$ cat src/rtl/pps_ram.sv
module pps_ram #(
  parameter int WIDTH = 64,
  parameter int DEPTH = 64
) (
  input  logic                     clk,
  input  logic                     we,
  input  logic [$clog2(DEPTH)-1:0] waddr,
  input  logic [WIDTH-1:0]         wdata,
  input  logic [$clog2(DEPTH)-1:0] raddr,
  output logic [WIDTH-1:0]         rdata
);

  logic [WIDTH-1:0] mem [DEPTH];

  always_ff @(posedge clk) begin
    if (we) begin
      mem[waddr] <= wdata;
    end
    rdata <= mem[raddr];
  end

endmodule

$ cat config.mk
export PLATFORM = sky130hd
export DESIGN_NAME = pps_ram
export DESIGN_NICKNAME = d
export VERILOG_FILES = /design/src/rtl/pps_ram.sv
export SDC_FILE = /design/constraint.sdc
export NUM_CORES = 2
export LEC_CHECK = 0
export BUFFER_PORTS_ARGS = -buffer_cell sky130_fd_sc_hd__buf_2
export CORE_ASPECT_RATIO = 1.5
export CORE_MARGIN = 2
export CORE_UTILIZATION = 61
export CTS_CLUSTER_DIAMETER = 200
export DETAILED_ROUTE_END_ITERATION = 12
export GPL_ROUTABILITY_DRIVEN = 0
export HOLD_SLACK_MARGIN = 0.06
export PLACE_DENSITY_LB_ADDON = 0.1
export SLEW_MARGIN = 30
export SYNTH_ARGS = -nofsm -noshare
export SYNTH_HDL_FRONTEND = slang
export SYNTH_SLANG_ARGS = --single-unit
$ cat constraint.sdc
create_clock -name clk -period 10 [get_ports clk]
set_input_delay 1 -clock clk [delete_from_list [all_inputs] [get_ports clk]]
set_output_delay 1 -clock clk [all_outputs]
set_load 0.03 [all_outputs]
---- Word-level counts from Yosys, hierarchy flattened ----
Memory sizes are Yosys's and may differ from the RTL's. A register that Yosys moved wholly into a read port is not among the register bits.
Cells that the tools add are included.
storage, ports and cells
  register bits after elaboration ......... 0
  memory bits (writable) .................. 4,096
  bits of input ports ..................... 78
  output and inout port bits .............. 64
  memories ................................ 1
memory list
  memory  words  width  read ports  clocked after memory_dff  write ports  line  RTL
  mem     64     64     1           1                         1            13    logic [WIDTH-1:0] mem [DEPTH];
cells by class
  multiplexer cells ....................... 2
operator list
  operator  number
  $mux W1   2

---- Logic depth before layout (Yosys ltp) ----
  depth in word-level cells ............... 2
  mapped depth ............................ 9

---- Worst setup path after synthesis ----
No wires, ideal clock.
  path kind ............................... input to register
  start ................................... input port waddr[3]
  end ..................................... memory mem[48][0], enable pin
  setup time .............................. 0.564 ns
  data arrival time ....................... 5.872 ns
  path slack .............................. 3.564 ns
  stages on the path ...................... 4
  path buffers ............................ 1
  cells stage by stage .................... clkbuf_1 nor2b_1 nand4b_1 nor3_1
RTL lines
  what                line  RTL
  start: declaration  7     input logic [$clog2(DEPTH)-1:0] waddr,
  end: declaration    13
No word-level cell before the write port.

==> Implementation_results.wiki <==
{| class="wikitable"
! Metric !! Value
|-
| Outcome || complete, no violations
|-
| Final hold violation count || 0
|-
| Non-filler cells in the finished layout || 10598
|-
| WS Path Type || in2reg
|-
| # DRC || 0
|-
| Dominant cells by area after synthesis || sky130_fd_sc_hd__edfxtp_1, sky130_fd_sc_hd__mux4_2, sky130_fd_sc_hd__mux2i_1, sky130_fd_sc_hd__dfxtp_1, sky130_fd_sc_hd__a22oi_1
|-
| Setup WS pre-CTS || 4.975 ns
|-
| Die area || 0.2605 mm^2
|-
| Detailed route wirelength on metal2 || 215000 um
|-
| Area grow syn2layout || 11.62%
|-
| Setup repair after global routing missed its margin || false
|-
| Highest routing layer actually used || met5
|-
| Worst min-delay path category || in2reg
|-
| Max Clk Rate || 0.2433 GHz
|-
| Cell accounting for the most synthesized area || sky130_fd_sc_hd__edfxtp_1
|-
| Count of hold buffers inserted by post-cts repair || 0
|-
| Part of the power in registers || 54.8%
|-
| Syn_nets || 6676
|-
| Area fraction of the dominant cell type after synthesis || 78.67%
|-
| Detailed Route Iter0 Violations || 10456
|-
| I/O pin count || 142
|-
| Highest fanout seen on the critical path || 113
|-
| Cell internal power dissipation || 27.99 mW
|-
| All-layer global routing usage || 32.19%
|-
| Buffer count from post-CTS setup fixing || 0
|-
| Final std cell area, no fill || 0.1745 mm^2
|-
| Final critical-path setup slack || 5.890 ns
|-
| Master of the slowest instance on the critical path || sky130_fd_sc_hd__and2_4
|-
| Final hold slack || 0.6064 ns
|-
| Met1 wire length || 147200 um
|-
| Root buf cell || sky130_fd_sc_hd__clkbuf_16
|-
| IO buf count || 141
|-
| Wirelength, routed || 414500 um
|-
| Largest incremental delay on the critical path || 0.91 ns
|-
| Post-Place Cells || 9907
|-
| Fraction of final layout cells sized beyond drive strength 1 || 27.93%
|-
| Share of power burned in the clock network || 40.4%
|-
| Resize count post-CTS || 0
|-
| Post-synth design cell area || 0.1563 mm^2
|-
| Insertion delay to the later sink of the worst-skew pair || 0.91 ns
|-
| Crit path max-delay family || buffers and inverters
|-
| Routed wire per std cell || 39.11 um
|-
| Buffers from clock root to sink, at most || 4
|-
| Relative slew slack || 24.72%
|-
| Count of antenna-violating nets left after detailed routing || 0
|-
| Vias in the first global route || 75860
|-
| Post-detail-place hpwl || 227500 um
|-
| Share of the yosys chip area belonging to registers || 79.49%
|-
| Pre-antenna DRT Iters || 8
|-
| Detailed-route via count || 75248
|-
| Net Sw Power || 7.340 mW
|-
| Cell-by-cell trace of the critical path || buf_8 > buf_12 > and2_4 > buf_12 > a22oi_1 > and3_1 > a211oi_1
|-
| DR WL met3 || 36160 um
|-
| Buffer and inverter count on the worst path || 3
|-
| Via count normalized by instance count || 7.100
|-
| Count of maximum capacitance violations || 0
|-
| Clock transition at the register clock pins on the worst setup and hold paths after CTS || 0.07 ns
|-
| Count of final max-slew check failures || 0
|-
| Largest net degree at the start of global routing || 129
|-
| TritonCTS clock tree || done
|-
| Cells after synthesis || 6598
|-
| Period utilization || 41.10%
|-
| Syn. warnings || 0
|-
| Total power per unit cell area || 202.4 mW/mm^2
|-
| Wire length of the first global-routing pass || 580200 um
|-
| Final-stage net count || 7043
|-
| Number of H-tree levels || 5
|-
| Total number of clock tree sinks || 4160
|-
| Number of antenna violations at the first check in global routing || 22
|-
| Part of the power in combinational logic || 4.8%
|-
| Least-Margin Pin Slew || 1.129 ns
|-
| Category of the worst setup path launch point || input pin
|-
| Height of the die || 624.1 um
|-
| Post-route setup TNS || 0 ns
|-
| Worst Path Arrival || 4.83 ns
|-
| Switching Share || 20.77%
|-
| Core region area || 0.2548 mm^2
|-
| Register bit count reported by yosys || 4160
|-
| Most used cell, CP || sky130_fd_sc_hd__buf_12
|-
| Final Setup Violations || 0
|-
| Die extent in x || 417.4 um
|-
| Final worst clock skew || 0.03343 ns
|-
| Leak || 54.47 nW
|-
| Worst EP required || 10.72 ns
|-
| Synth unique cells || 33
|-
| Starting density of the core || 61.37%
|-
| Final min period || 4.110 ns
|-
| Standard-cell row count || 227
|-
| Kind of end point of the critical path || flop
|-
| Number of buffers inserted during clock tree synthesis || 371
|-
| Per-instance average area after synthesis || 23.70 um^2
|-
| Dpl cell area || 0.1622 mm^2
|-
| Grt ovf || 0
|-
| Highest ir drop seen on vdd || 0.1839 mV
|-
| Register-to-register setup slack || 7.80 ns
|}
[power by group through the flow]
| stage | Clock, mW | Combinational [mW] | Sequential (mW) |
|---|---|---|---|
| after global routing | 15.0 | 1.77 | 19.4 |
| after detailed placement | 0 | 1.68 | 19.8 |
| after global placement | 0 | 1.64 | 19.8 |
| after CTS | 14.4 | 1.68 | 19.4 |
| final | 14.3 | 1.68 | 19.4 |
| after floorplan | 0 | 0.899 | 19.8 |
[worst reg2reg max path, stage by stage (launching register included)]
cell	delay [ns]
sky130_fd_sc_hd__edfxtp_1	0.37
sky130_fd_sc_hd__mux4_2	0.47
sky130_fd_sc_hd__mux2i_1	0.45
sky130_fd_sc_hd__o22ai_1	0.18
sky130_fd_sc_hd__a31oi_1	0.34
sky130_fd_sc_hd__a211oi_1	0.21
[stage by stage]
step | util [%] | total power, mW
final | 68.50 | 35.33
after global routing | 68.49 | 36.19
after CTS | 68.38 | 35.47
after detailed placement | 63.67 | 21.44
after global placement | 63.46 | 21.39
after floorplan | - | 20.69
[cell families (layout without fill, tap and decap cells)]
logic type             after synthesis  after routing  synth area share, %
DFF                               4160           4160                79.49
muxes                             1159           1159                15.61
AOI/OAI and AO/OA                  504            504                2.477
buffers and inverters              389           1055                1.180
and+or+nand+nor                    386            386                1.240
other                                0             14                    0
[per-layer routing]
metal | global-route usage (%) | up-vias
li1 | - | 29163
met1 | 43.21 | 41117
met2 | 54.67 | 4165
met3 | 4.800 | 799
met4 | 11.28 | 4
met5 | 0 | -
[registers in the layout, summed over array words and instances, names as in the netlist]
name and flops:
rdata 64, mem 4096
[cell usage after synthesis (all sizes together)]
library cell / n
o22ai: 83
nor2b: 28
nor2: 112
a41oi: 26
a22o: 88
a211oi: 63
nand3b: 2
clkbuf: 140
nor3: 2
and3: 64
nand3: 45
or3: 29
buf: 230
nand2b: 11
a2bb2oi: 19
inv: 19
nand4b: 1
or3b: 1
nand4: 2
mux2i: 135
dfxtp: 64
o221ai: 38
edfxtp: 4096
or2: 28
a22oi: 168
mux4: 1024
a31oi: 18
nand2: 58
a31o: 1
and2: 3
[cell usage in the layout, fill, tap and decap left out, types with 45 or more instances in the layout]
cell	n
sky130_fd_sc_hd__edfxtp_1	4096
sky130_fd_sc_hd__mux4_2	1024
sky130_fd_sc_hd__clkbuf_16	381
sky130_fd_sc_hd__buf_4	244
sky130_fd_sc_hd__a22oi_1	168
sky130_fd_sc_hd__mux2i_1	135
sky130_fd_sc_hd__a22o_1	88
sky130_fd_sc_hd__o22ai_1	83
sky130_fd_sc_hd__clkbuf_1	81
sky130_fd_sc_hd__buf_2	76
sky130_fd_sc_hd__clkinv_2	71
sky130_fd_sc_hd__nor2_4	65
sky130_fd_sc_hd__and3_1	64
sky130_fd_sc_hd__dfxtp_1	64
sky130_fd_sc_hd__a211oi_1	63
sky130_fd_sc_hd__clkinv_1	58
sky130_fd_sc_hd__nand2_1	54
sky130_fd_sc_hd__nor2_1	47
sky130_fd_sc_hd__nand3_1	45
[area by class of cell]
| class | count | area (um^2) |
|---|---|---|
| Sequential cell | 4160 | 124300 |
| Clock buffer | 482 | 10110 |
| Inverter | 19 | 71.32 |
| Fill cell | 15260 | 80250 |
| Antenna cell | 14 | 35.03 |
| Multi-Input combinational cell | 2049 | 30780 |
| Tap cell | 3320 | 4154 |
| Clock inverter | 190 | 1897 |
| Timing Repair Buffer | 364 | 3182 |
[final timing paths]
kind	cells after the start	end	from
hold / removal	1	mem[50][16]	wdata[16]
setup reg to reg	5	rdata[47]	mem[54][47]
setup / recovery	7	rdata[47]	raddr[2]
hold reg to reg	4	rdata[26]	mem[46][26]
Power figures use the tool's default switching activity.
