### src/rtl/pps_pkg.sv
package pps_pkg;

  localparam int COORD_W   = 32;
  localparam int MAG_W     = 32;
  localparam int SQ_W      = 64;
  localparam int SUM_W     = 65;
  localparam int RAD_W     = 66;
  localparam int ROOT_W    = 33;
  localparam int QUO_W     = 31;
  localparam int PROD_W    = 63;
  localparam int SQRT_STEPS = 33;
  localparam int DIV_STEPS  = 31;
  localparam int FRAC_SH    = 30;

  localparam logic [1:0] CMD_CLEAR  = 2'd0;
  localparam logic [1:0] CMD_APPEND = 2'd1;
  localparam logic [1:0] CMD_TICK   = 2'd2;

  localparam logic [1:0] REG_STEP_LENGTH  = 2'd0;
  localparam logic [1:0] REG_WIDTH_SCALE  = 2'd1;
  localparam logic [1:0] REG_HEIGHT_SCALE = 2'd2;

  typedef struct packed {
    logic [1:0]         command;
    logic signed [15:0] point_x;
    logic signed [15:0] point_y;
  } in_item_t;

  typedef struct packed {
    logic signed [31:0] pos_x;
    logic signed [31:0] pos_y;
    logic               route_done;
  } out_item_t;

  typedef enum logic [4:0] {
    S_IDLE,
    S_CHECK,
    S_END,
    S_SU_RD1,
    S_SU_LATCH,
    S_SQ_X,
    S_SQ_Y,
    S_SUM,
    S_SQRT_GO,
    S_SQRT_WAIT,
    S_DIV_GO,
    S_DIV_WAIT,
    S_MUL,
    S_RND,
    S_STEP,
    S_D_MAG,
    S_D_CMP,
    S_EMIT
  } state_t;

endpackage

### src/rtl/pps_sqrt.sv
module pps_sqrt (
  input  logic                        clk,
  input  logic                        rst_n,
  input  logic                        start,
  input  logic [pps_pkg::RAD_W-1:0]   radicand,
  output logic                        done,
  output logic [pps_pkg::ROOT_W-1:0]  root
);
  import pps_pkg::*;

  // digit-by-digit root, two radicand bits per cycle
  logic [RAD_W-1:0]  rad_r;
  logic [ROOT_W+1:0] rem_r;
  logic [ROOT_W-1:0] root_r;
  logic [5:0]        cnt_r;
  logic              busy_r, done_r;
  logic [ROOT_W+3:0] rem_sh, trial;
  logic              take;

  assign rem_sh = {rem_r, rad_r[RAD_W-1 -: 2]};
  assign trial  = {2'b00, root_r, 2'b01};
  assign take   = rem_sh >= trial;

  always_ff @(posedge clk) begin
    if (!rst_n) begin
      busy_r <= 1'b0;
      done_r <= 1'b0;
      cnt_r  <= '0;
    end else begin
      done_r <= 1'b0;
      if (start) begin
        busy_r <= 1'b1;
        cnt_r  <= 6'(SQRT_STEPS);
        rad_r  <= radicand;
        rem_r  <= '0;
        root_r <= '0;
      end else if (busy_r) begin
        rad_r  <= {rad_r[RAD_W-3:0], 2'b00};
        rem_r  <= take ? (ROOT_W+2)'(rem_sh - trial) : (ROOT_W+2)'(rem_sh);
        root_r <= {root_r[ROOT_W-2:0], take};
        cnt_r  <= cnt_r - 6'd1;
        if (cnt_r == 6'd1) begin
          busy_r <= 1'b0;
          done_r <= 1'b1;
        end
      end
    end
  end

  assign done = done_r;
  assign root = root_r;

endmodule

### config.mk
export PLATFORM = sky130hd
export DESIGN_NAME = pps_sqrt
export DESIGN_NICKNAME = d
export VERILOG_FILES = /design/src/rtl/pps_pkg.sv /design/src/rtl/pps_sqrt.sv
export SDC_FILE = /design/constraint.sdc
export NUM_CORES = 1
export LEC_CHECK = 0
export ABC_AREA = 1
export ABC_CLOCK_PERIOD_IN_PS = 11400
export BUFFER_PORTS_ARGS = -buffer_cell sky130_fd_sc_hd__buf_2
export CAP_MARGIN = 0
export CORE_MARGIN = 2
export CORE_UTILIZATION = 45
export CTS_BUF_LIST = sky130_fd_sc_hd__clkbuf_16
export CTS_CLUSTER_DIAMETER = 200
export DETAILED_ROUTE_END_ITERATION = 16
export PLACE_DENSITY_LB_ADDON = 0.1
export SYNTH_ARGS = -nofsm -noshare
export SYNTH_HDL_FRONTEND = slang
export SYNTH_SLANG_ARGS = --single-unit
### constraint.sdc
create_clock -name clk -period 11.4 [get_ports clk]
set_clock_uncertainty 0.1 [all_clocks]
set_input_delay 1.14 -clock clk [delete_from_list [all_inputs] [get_ports clk]]
set_output_delay 1.14 -clock clk [all_outputs]
set_load 0.01 [all_outputs]
Word level (Yosys, flattened, before mapping)
Index checks and enable logic that the tools add are counted.

Flip-flop bits (word level): 142. Bits of input ports: 69. Output and inout port bits: 34.

$add $sub $neg: 2. $lt $le $gt $ge: 1. Eq/ne operators: 1. Multiplexer cells: 11. Bitwise logic cells: 2. Reduce and logical (&&, ||, !) cells: 4.

Operator list (count): 66-bit 2-to-1 mux (2); 35-bit 2-to-1 mux (2); 37-bit by 35-bit greater-or-equal comparator with 1-bit output (1); 35-bit subtractor (1); 33-bit 2-to-1 mux (1); 6-bit 2-to-1 mux (2); 6-bit by 1-bit == test with 1-bit output (second input constant) (1); 6-bit by 1-bit subtractor with 6-bit output (second input constant) (1); 1-bit 2-to-1 mux (4); 3-bit OR reduction (1); 1-bit inverter (2); 2-bit AND reduction (1); 2-bit nonzero test (1); 2-bit OR reduction (1).

Logic depth before layout (Yosys ltp)
Word-level depth: 4. Gate-level depth with buffers: 17. Depth with buffers taken out: 17.

Worst setup path after synthesis
OpenSTA, ideal clock, no wires.

Path type: in2reg. From: in start. To: reg rad_r[0] (enable). Setup time: 674 ps. Arrival time: 7871 ps. Data required time: 10626 ps. Slack: 2756 ps. Stages on the path: 3. Buffers on the path: 1. Cell sequence: inv_1 clkbuf_1 a21oi_1.

Cells in the longest elaborated chain, start to end: 2.

Ends and longest elaborated chain: start, declared (line pps_sqrt.sv:4) `input logic start,`; 2-bit nonzero test (no source line); 2-bit AND reduction (no source line); end signal, assigned (line pps_sqrt.sv:34) `rad_r <= radicand;`; end signal, assigned (line pps_sqrt.sv:38) `rad_r <= {rad_r[RAD_W-3:0], 2'b00};`; end, declared (line pps_sqrt.sv:12) `logic [RAD_W-1:0] rad_r;`.

Every way passes these cells. A chain may end at the register's enable or synchronous reset.

Worst setup path in the final report
From: in start. To: reg rem_r[15] (enable).

Cells in the longest elaborated chain, start to end: 2.

Ends and longest elaborated chain: 2-bit nonzero test (no source line); 2-bit AND reduction (no source line); end signal, assigned (line pps_sqrt.sv:39) `rem_r <= take ? (ROOT_W+2)'(rem_sh - trial) : (ROOT_W+2)'(rem_sh);`; end, declared (line pps_sqrt.sv:13) `logic [ROOT_W+1:0] rem_r;`.

Every way passes these cells.

==> flow_summary.json <==
{
  "synth_edf_count": 134,
  "critPathArrivalTime_ns": 3.45,
  "ys_ff_latch": 142,
  "cts_resized": 0,
  "worstPathMaxFanout": 103,
  "worst_r2r_path_depth": 13,
  "power_w": 0.00155,
  "synth-compound-area-share": 0.0286,
  "clk_pin_slew_ns": 0.06,
  "start_kind": "input port",
  "status": "finished, final reports clean",
  "synthesis.area_mm2": 0.00898,
  "antenna_left": 0,
  "htree_levels": 4,
  "ioPinCount": 103,
  "synth-simple-area-share": 0.344,
  "hp-start": "cnt_r[5]$_SDFFE_PN0N_",
  "hpwl_mm": 14.1,
  "netlist_instances": 1186,
  "rsz0062_at_grt": "false",
  "synthTopCellsByCount": "481 x nand2_1, 159 x inv_1, 148 x nor2_1",
  "drtIter0Drc": 406,
  "cts_tree": "yes",
  "wl_per_cell_um": 12.9,
  "overflow": 0,
  "cts.path.max_buffers": 2,
  "muxShareOfSynthArea": 0,
  "area_growth_pct": 14.2,
  "drtPass1Iterations": 4,
  "ir_worst_vdd_uv": 110,
  "drive_above_1_share": 0.144,
  "dieArea_mm2": 0.0211,
  "async_flop_share": 0,
  "synth_top_family_by_area": "simple AND/OR/NAND/NOR gates",
  "post-cts-setup-buffer-count": 0,
  "viasPerCell": 4.68,
  "fin_crit_ns": 3.50,
  "fmaxAchievable_mhz": 286,
  "syn_nets": 1292,
  "power-per-cell-area_mw_per_mm2": 151,
  "cap_violations": 0,
  "synth-main-ff-cell": "edfxtp_1",
  "drcViolationCount": 0,
  "hold_viol": 0,
  "cts_sinks": 142,
  "grt_use_total": 0.196,
  "cts_made_buffers": 17,
  "worstHoldEndpoint": "cnt_r[5]$_SDFFE_PN0N_",
  "grt_max_degree": 104,
  "clk_latency_ns": 0.43,
  "relSlewSlack": 0.277,
  "yosysMostFrequentCell": "nand2_1",
  "worstMarginPinSlew_ns": 1.08,
  "synth.area.top_cells": "edfxtp_1 45%, nand2_1 20%, inv_1 6.6%, nor2_1 6.2%, ha_1 5.2%",
  "root_buffer": "clkbuf_16",
  "tns_ns": 0,
  "hp-class": "flop to flop",
  "setup_viol": 0,
  "row_count": 51,
  "critPathKind": "input port to flop",
  "synth.distinct_cells": 38,
  "grt_pass1_vias": 6918,
  "place.port_buffers": 102,
  "holdBufCountCts": 0,
  "gp_congestion": 0.872,
  "synth_top_area_frac": 0.448,
  "critPathLaunch": "start",
  "core_area_mm2": 0.0195,
  "cp-end-kind": "flop",
  "ys_warn_count": 0,
  "routed_wl_mm": 20.1,
  "postSynthAreaPerCell_um2": 7.57,
  "synth_xor_xnor_area_share": 0.0185,
  "finalMaxSlewViolations": 0,
  "hold_depth": 2,
  "r2r-start": "root[22]$_SDFFCE_PP0P_",
  "diodes": 0,
  "nets": 1385,
  "regToRegSetupSlack_ns": 8.40,
  "die_y_um": 145,
  "seq_area_frac_synth": 0.466,
  "initial_core_util": 0.460,
  "die_w_um": 145,
  "antenna_found_initial": 0,
  "required_ns": 11.34,
  "grt_pass1_wl_mm": 33.7,
  "timing.final.crit_share": 0.307,
  "synth_area_leader_cell": "edfxtp_1",
  "leakage_nw": 5.18,
  "synth_adder_area_share": 0.0516,
  "vias": 7282,
  "r2r_end": "rem_r[27]$_SDFFCE_PP0P_"
}
## worst max-delay path by stage
stage,slack (ns),endpoint,cells after the start
after floorplan,2.76,rad_r[0]$_SDFFCE_PN0P_,3
after global placement,7.40,rem_r[18]$_SDFFCE_PP0P_,5
after detailed placement,7.36,root[18]$_SDFFCE_PP0P_,5
after CTS,7.83,root[14]$_SDFFCE_PP0P_,5
after global routing,7.63,rem_r[21]$_SDFFCE_PP0P_,5
final,7.90,rem_r[15]$_SDFFCE_PP0P_,5
## worst max-delay path, stage by stage
cell,delay [ns]
buf_4,0.77
inv_2,0.03
buf_4,0.45
a21oi_4,0.28
buf_4,0.67
## layer usage
layer  vias to the layer above  wire length (um)  global-route usage
li1                       3881                 -                   -
met1                      3243              9800               0.268
met2                       136              9270               0.318
met3                        22               670              0.0358
met4                         0               312              0.0578
met5                         -                 0                   0
## cells by family (layout without fill, tap and decap cells)
family / count (synthesis) / in the layout
XOR/XNOR: 19 / 19
adder cells (fa/ha/maj): 37 / 37
flip-flops: 142 / 142
AND/OR/NAND/NOR: 744 / 744
AO/OA/AOI/OAI: 42 / 42
buffers and inverters: 202 / 308
## area by class of cell
class	count	area (um2)
tap	265	332
sequential	142	4180
multi-input combinational	842	3990
timing repair buffer	105	536
inverter	171	644
clock inverter	15	148
fill	2003	9270
clock buffer	17	425
## registers in the layout (all words and copies together), names as in the netlist
name    flops
rad_r      66
done        1
cnt_r       6
rem_r      35
root       33
busy_r      1
## power by group
group / switching, W / internal, W
clock network: 0.000256 / 0.000290
registers: 0.0000161 / 0.000624
logic: 0.000235 / 0.000125
total: 0.000507 / 0.00104
## cells in the final DEF, fill, tap and decap left out, types with 8 or more instances in the layout
cell type and n:
inv_1 158, a21oi_1 25, clkbuf_16 17, xor2_1 18, nor2_1 148, nand3_1 37, inv_2 9, nand2_2 16
buf_2 101, nand3b_1 29, nand2_1 481, dfxtp_1 8, edfxtp_1 134, nor2_2 11, ha_1 37
## through the flow
| stage | cell area [um2] | util | cells | hold WS, ns | worst slack (ns) |
|---|---|---|---|---|---|
| after global placement | 9680 | 0.496 | 1525 | 0.370 | 7.40 |
| after detailed placement | 9680 | 0.496 | 1525 | 0.374 | 7.36 |
| after CTS | 10300 | 0.525 | 1557 | 0.384 | 7.83 |
| final | 10300 | 0.525 | 1557 | 0.380 | 7.90 |
| after floorplan | 8980 | - | 1186 | 0.352 | 2.76 |
| after global routing | 10300 | 0.525 | 1557 | 0.413 | 7.63 |
Note: power is estimated with default switching activity, not from simulation.
