$ cat config.mk
export PLATFORM = sky130hd
export DESIGN_NAME = pps_div
export DESIGN_NICKNAME = d
export VERILOG_FILES = /design/src/rtl/pps_pkg.sv /design/src/rtl/pps_div.sv
export SDC_FILE = /design/constraint.sdc
export NUM_CORES = 1
export LEC_CHECK = 0
export ABC_AREA = 1
export CORE_ASPECT_RATIO = 1.5
export CORE_UTILIZATION = 47
export DETAILED_ROUTE_END_ITERATION = 10
export DONT_BUFFER_PORTS = 1
export GPL_ROUTABILITY_DRIVEN = 0
export PLACE_DENSITY_LB_ADDON = 0.15
export SLEW_MARGIN = 10
export SYNTH_ARGS = -nofsm -noshare
export SYNTH_HDL_FRONTEND = slang
export SYNTH_SLANG_ARGS = --single-unit
$ cat constraint.sdc
create_clock -name clk -period 4.35 [get_ports clk]
set_input_delay 0.435 -clock clk [delete_from_list [all_inputs] [get_ports clk]]
set_output_delay 0.435 -clock clk [all_outputs]
set_load 0.02 [all_outputs]
$ cat src/rtl/pps_pkg.sv
package pps_pkg;

  localparam int COORD_W   = 32;
  localparam int MAG_W     = 32;
  localparam int SQ_W      = 64;
  localparam int SUM_W     = 65;
  localparam int RAD_W     = 66;
  localparam int ROOT_W    = 33;
  localparam int QUO_W     = 31;
  localparam int PROD_W    = 63;
  localparam int SQRT_STEPS = 33;
  localparam int DIV_STEPS  = 31;
  localparam int FRAC_SH    = 30;

  localparam logic [1:0] CMD_CLEAR  = 2'd0;
  localparam logic [1:0] CMD_APPEND = 2'd1;
  localparam logic [1:0] CMD_TICK   = 2'd2;

  localparam logic [1:0] REG_STEP_LENGTH  = 2'd0;
  localparam logic [1:0] REG_WIDTH_SCALE  = 2'd1;
  localparam logic [1:0] REG_HEIGHT_SCALE = 2'd2;

  typedef struct packed {
    logic [1:0]         command;
    logic signed [15:0] point_x;
    logic signed [15:0] point_y;
  } in_item_t;

  typedef struct packed {
    logic signed [31:0] pos_x;
    logic signed [31:0] pos_y;
    logic               route_done;
  } out_item_t;

  typedef enum logic [4:0] {
    S_IDLE,
    S_CHECK,
    S_END,
    S_SU_RD1,
    S_SU_LATCH,
    S_SQ_X,
    S_SQ_Y,
    S_SUM,
    S_SQRT_GO,
    S_SQRT_WAIT,
    S_DIV_GO,
    S_DIV_WAIT,
    S_MUL,
    S_RND,
    S_STEP,
    S_D_MAG,
    S_D_CMP,
    S_EMIT
  } state_t;

endpackage

$ cat src/rtl/pps_div.sv
module pps_div (
  input  logic                        clk,
  input  logic                        rst_n,
  input  logic                        start,
  input  logic [pps_pkg::MAG_W-1:0]   num_mag,
  input  logic [pps_pkg::ROOT_W-1:0]  den,
  output logic                        done,
  output logic [pps_pkg::QUO_W-1:0]   quo
);
  import pps_pkg::*;

  // (num_mag << 30) / den, restoring, one quotient bit per cycle.
  // num_mag <= den, so the quotient fits in 31 bits.
  logic [ROOT_W-1:0] rem_r;
  logic [QUO_W-1:0]  sh_r;
  logic [QUO_W-1:0]  q_r;
  logic [4:0]        cnt_r;
  logic              busy_r, done_r;
  logic [ROOT_W:0]   trial;
  logic              take;

  assign trial = {rem_r, sh_r[QUO_W-1]};
  assign take  = trial >= {1'b0, den};

  always_ff @(posedge clk) begin
    if (!rst_n) begin
      busy_r <= 1'b0;
      done_r <= 1'b0;
      cnt_r  <= '0;
    end else begin
      done_r <= 1'b0;
      if (start) begin
        busy_r <= 1'b1;
        cnt_r  <= 5'(DIV_STEPS);
        rem_r  <= {2'b00, num_mag[MAG_W-1:1]};
        sh_r   <= {num_mag[0], {(QUO_W-1){1'b0}}};
        q_r    <= '0;
      end else if (busy_r) begin
        rem_r <= take ? ROOT_W'(trial - {1'b0, den}) : ROOT_W'(trial);
        sh_r  <= {sh_r[QUO_W-2:0], 1'b0};
        q_r   <= {q_r[QUO_W-2:0], take};
        cnt_r <= cnt_r - 5'd1;
        if (cnt_r == 5'd1) begin
          busy_r <= 1'b0;
          done_r <= 1'b1;
        end
      end
    end
  end

  assign done = done_r;
  assign quo  = q_r;

endmodule

* Yosys cells after proc, flatten, opt, wreduce, memory -nomap -nowiden *
Index checks and enable logic that the tools add are counted.
Widths: inputs -> output; s select.

cells by class
  $add $sub $neg = 2
  order comparisons = 1
  equality and inequality tests = 1
  mux-type cells = 12
  bitwise operators = 2
  reduce and logical (&&, ||, !) cells = 3

operators with widths
  operator             count
  $mux 31              4
  $mux 33              2
  $ge 34x33->1         1
  $sub 33x33->33       1
  $mux 5               2
  $eq 5x1->1 const B   1
  $sub 5x1->5 const B  1
  $mux 1               4
  $reduce_or 3->1      1
  $not 1->1            2
  $reduce_and 2->1     1
  $reduce_bool 2->1    1

word-level totals
  bits in registers = 101
  input bits = 68
  output and inout port bits = 32
  word-level logic and storage cells = 29

* Longest topological paths before layout *
  word-level depth = 4
  depth in mapped cells = 17

* Worst setup path after synthesis *
OpenSTA, ideal clock, no wires.

  path kind = in2reg
  start point = in start
  end point = reg q_r[0] (netlist: quo[0]), enable pin
  setup time = 0.490 ns
  data arrival time = 3.436 ns
  data required time = 3.860 ns
  slack = 0.425 ns
  stages on the path = 3
  buffers on the path = 1
  cell sequence = clkbuf_1 > nor2_1 > nor2_1

between the ends
  cells in the longest elaborated chain, start to end = 2

RTL lines
  what                                RTL line       source
  start: declaration                  pps_div.sv:4   input logic start,
  $reduce_bool 2->1 (no source line)  n/a
  $reduce_and 2->1 (no source line)   n/a
  end signal: assignment              pps_div.sv:41  q_r <= {q_r[QUO_W-2:0], take};
  end: declaration                    pps_div.sv:16  logic [QUO_W-1:0] q_r;

Every way passes these cells.
A chain may end at the register's enable or synchronous reset.

* Worst setup path in the final report *
  start point = reg rem_r[24]
  end point = reg rem_r[26], data pin

between the ends
  cells in the longest elaborated chain, start to end = 4
  elaborated cells between the ends (all ways) = 5
  those cells by class = 1 x add/sub; 1 x order compare; 3 x mux

RTL lines
  what                                                   RTL line                      source
  start: declaration                                     pps_div.sv:14                 logic [ROOT_W-1:0] rem_r;
  start signal: assignment                               pps_div.sv:35                 rem_r <= {2'b00, num_mag[MAG_W-1:1]};
  start signal: assignment                               pps_div.sv:39                 rem_r <= take ? ROOT_W'(trial - {1'b0, den}) : ROOT_W'(trial);
  $sub 33x33->33 / $ge 34x33->1 (equally long branches)  pps_div.sv:39, pps_div.sv:23
  $mux 33 *                                              pps_div.sv:39
  $mux 33 *                                              pps_div.sv:38                 end else if (busy_r) begin
  $mux 31 *                                              pps_div.sv:32                 if (start) begin

Mark *: on every way between the ends. The rest lies on a longest branch, timed or not. The select of a mux whose other input is x is not followed.

==> metrics.json <==
{
  "status": "finished, final reports clean",
  "synth.distinct_cells": 32,
  "vias_in_the_first_global_route": 5361,
  "hold-path-cell-count": 2,
  "grt-ovfl-total": 0,
  "syn_avg_cell_area_sq_um": 6.59,
  "clock_tree.buffer_depth": 2,
  "placeableCoreArea_sq_um": 12600,
  "clkSlewWorstSetupHoldPaths_ps": 60,
  "die-height_microns": 142,
  "tritoncts": "yes",
  "postSynthRegisterBits": 72,
  "period_needed_ps": 2750,
  "number_of_gates_resized_after_cts": 0,
  "timing.critical_path.arrival_ps": 2850,
  "synth_edf_count": 65,
  "path_common_cell": "sky130_fd_sc_hd__nand2_1",
  "hold_start": "rst_n",
  "ys_flop_type": "sky130_fd_sc_hd__edfxtp_1",
  "synth-adder-area-share_pct": 7.43,
  "worstRegToRegCells": 13,
  "postRouteAntennaNets": 0,
  "track_usage_pct": 24.0,
  "area_of_all_placed_cells_without_fillers_sq_um": 6580,
  "vias_per_inst": 4.97,
  "synth_simple_gate_area_share_pct": 38.8,
  "crit_path_max_incr_delay_ps": 390,
  "first_iter_violations": 210,
  "class_of_the_worst_hold_path": "in2reg",
  "cts_inserted_buffers": 9,
  "synth.mux.area_fraction_pct": 0,
  "maxSlewViolCount": 0,
  "report.final.hold_viol_count": 0,
  "max_cap_violations": 0,
  "synth-xor-area-share_pct": 1.99,
  "p_per_area_nw_per_um2": 355,
  "htree_num_levels": 3,
  "tightest_slew_ps": 697,
  "finish.net_count": 1033,
  "diodes_inserted": 0,
  "synth_seq_area_share_pct": 33.9,
  "average_routed_wire_per_standard_cell_microns": 14.1,
  "design_power_total_mw": 2.34,
  "post_route_cells_drive_above_1_share_pct": 4.39,
  "critical_path.startpoint": "rem_r[24]$_DFFE_PP_",
  "postPlaceCellArea_sq_um": 6270,
  "std_cell_rows": 50,
  "synth_cells": 936,
  "timing.fmax_mhz": 364,
  "worst_setup_path_start_kind": "register",
  "path_cells": "ha_1, nand2_2, inv_1, a21oi_1, nand2_1, nand2_1, nand2_1, nor2_4, nand2_4, nand2_1, nand2_1, nand2_1, nand2_1",
  "clkLatencyLatePin_ps": 350,
  "vdd_drop_max_uv": 226,
  "postSynthNetCount": 1040,
  "via_count": 5415,
  "dieArea_sq_um": 13600,
  "cts.sink_count": 72,
  "die_w_microns": 95.5,
  "hold_path_endpoint": "cnt_r[0]$_SDFFE_PN0N_",
  "critical_path_peak_fanout": 36,
  "end_kind": "register",
  "critPathSlowestCell": "sky130_fd_sc_hd__edfxtp_1",
  "1st_pass_router_iterations": 7,
  "p_leak_nw": 3.55,
  "port-buffer-count": 0,
  "compound_gate_fraction_of_synth_area_pct": 3.63,
  "syn-cell-area_sq_um": 6170,
  "worst_hold_slack_ps": 192,
  "drt_wl_total_microns": 15300,
  "place.detailed.hpwl_microns": 11900,
  "synth_to_layout_area_growth_pct": 6.64,
  "cts.root.buffer_cell": "sky130_fd_sc_hd__clkbuf_16",
  "setup_viol": 0,
  "antenna_found_initial": 0,
  "final_worst_clock_skew_ps": 12.3,
  "timing.reg2reg.setup_slack_ps": 1600,
  "critPathRequiredTime_ps": 4450,
  "ys_async_sr_fraction_pct": 0,
  "remaining_drc_errors": 0,
  "worstReg2RegStart": "rem_r[24]$_DFFE_PP_",
  "cts_setup_buffers": 0,
  "criticalPathCategory": "reg2reg",
  "regToRegEndpoint": "rem_r[26]$_DFFE_PP_",
  "relSlewSlack_pct": 53.4,
  "yosys_warnings": 0,
  "initial_utilization_pct": 48.8,
  "ctsHoldBuffers": 0,
  "fin_crit_share_pct": 63.2,
  "setup-tns-final_ps": 0,
  "pin_count_of_the_biggest_net_entering_global_routing": 69,
  "rsz0062_at_grt": "false",
  "synth_top_family_by_area": "simple AND/OR/NAND/NOR gates",
  "grt_pass1_wl_microns": 24800,
  "top_level_ports": 100
}
-- cells by family after synthesis --
family	after synthesis
XOR/XNOR	14
AND/OR/NAND/NOR	552
flip-flops	72
buffers and inverters	222
adder cells (fa/ha/maj)	36
AO/OA/AOI/OAI	40
-- stage by stage --
stage	instances	utilization (%)	worst slack (ps)
6_report	1090	52.0	1600
3_5_place_dp	1074	49.6	1450
2_1_floorplan	936	-	425
4_1_cts	1090	52.0	1530
5_1_grt	1090	52.0	1310
3_3_place_gp	1074	49.6	1510
-- report_power, final --
part	internal, mW	switching (mW)	leakage [nW]
combinational	0.238	0.439	2.71
sequential	0.828	0.0526	0.688
clock	0.460	0.319	0.154
-- flip-flops by register name, summed over array words and instances, names as in the netlist --
signal	count
cnt_r	5
sh_r	1
done	1
busy_r	1
rem_r	33
quo	31
-- layout make-up --
cell class / instances / area (sq um)
Timing Repair Buffer: 3 / 22.5
Multi-Input combinational cell: 642 / 3200
Fill cell: 1321 / 6060
Clock buffer: 12 / 279
Clock inverter: 4 / 30.0
Sequential cell: 72 / 2090
Inverter: 201 / 754
Tap cell: 156 / 195
-- metal layers --
layer | up-vias | share of wire, % | global-route usage (%)
met5 | - | 0 | 0
met1 | 2401 | 40 | 25.6
li1 | 2854 | - | -
met2 | 124 | 52 | 44.0
met4 | 0 | 3.9 | 11.8
met3 | 36 | 4.2 | 4.54
-- cell usage after synthesis (2+ instances only) --
library cell | count | area [sq um]
sky130_fd_sc_hd__o21ai_0 | 4 | 20.0
sky130_fd_sc_hd__and2_1 | 7 | 43.8
sky130_fd_sc_hd__inv_1 | 200 | 751
sky130_fd_sc_hd__edfxtp_1 | 65 | 1950
sky130_fd_sc_hd__o21ai_1 | 2 | 10.0
sky130_fd_sc_hd__nor2_1 | 82 | 308
sky130_fd_sc_hd__buf_2 | 4 | 20.0
sky130_fd_sc_hd__dfxtp_1 | 7 | 140
sky130_fd_sc_hd__nand3b_1 | 28 | 210
sky130_fd_sc_hd__ha_1 | 35 | 438
sky130_fd_sc_hd__nand2_2 | 9 | 56.3
sky130_fd_sc_hd__nand2_1 | 336 | 1260
sky130_fd_sc_hd__buf_6 | 4 | 45.0
sky130_fd_sc_hd__nand3_1 | 66 | 330
sky130_fd_sc_hd__clkbuf_1 | 10 | 37.5
sky130_fd_sc_hd__nor3_1 | 2 | 10.0
sky130_fd_sc_hd__nand4_1 | 10 | 62.6
sky130_fd_sc_hd__xnor2_1 | 13 | 114
sky130_fd_sc_hd__buf_4 | 3 | 22.5
sky130_fd_sc_hd__a21oi_1 | 23 | 115
sky130_fd_sc_hd__a31oi_1 | 3 | 18.8
sky130_fd_sc_hd__o31ai_1 | 2 | 15.0
sky130_fd_sc_hd__nor2_4 | 4 | 45.0
sky130_fd_sc_hd__nor2_2 | 5 | 31.3
sky130_fd_sc_hd__o21bai_1 | 5 | 37.5
-- layout by cell type, fill, tap and decap left out, types with 10 or more instances in the layout --
| master | instances |
|---|---|
| sky130_fd_sc_hd__nand4_1 | 10 |
| sky130_fd_sc_hd__inv_1 | 200 |
| sky130_fd_sc_hd__clkbuf_16 | 11 |
| sky130_fd_sc_hd__xnor2_1 | 13 |
| sky130_fd_sc_hd__a21oi_1 | 23 |
| sky130_fd_sc_hd__nand3_1 | 66 |
| sky130_fd_sc_hd__edfxtp_1 | 65 |
| sky130_fd_sc_hd__nand2_1 | 336 |
| sky130_fd_sc_hd__ha_1 | 35 |
| sky130_fd_sc_hd__nor2_1 | 81 |
| sky130_fd_sc_hd__nand3b_1 | 28 |
-- how the worst max path moves through the flow --
stage	to	slack [ps]	cells past startpoint
final	rem_r[26]$_DFFE_PP_	1600	13
after floorplan	quo[0]$_SDFFCE_PP0P_	420	3
after global routing	rem_r[26]$_DFFE_PP_	1310	13
after CTS	rem_r[26]$_DFFE_PP_	1530	13
after detailed placement	rem_r[26]$_DFFE_PP_	1450	14
after global placement	rem_r[26]$_DFFE_PP_	1510	14
-- worst max-delay path, delay by kind of cell (launching register included) --
family | cells | cell delay (ps)
buffers and inverters | 1 | 50
DFF | 1 | 390
AOI/OAI and AO/OA | 1 | 220
adders and majority gates | 1 | 360
and+or+nand+nor | 10 | 1470
(Power assumes the default switching activity.)
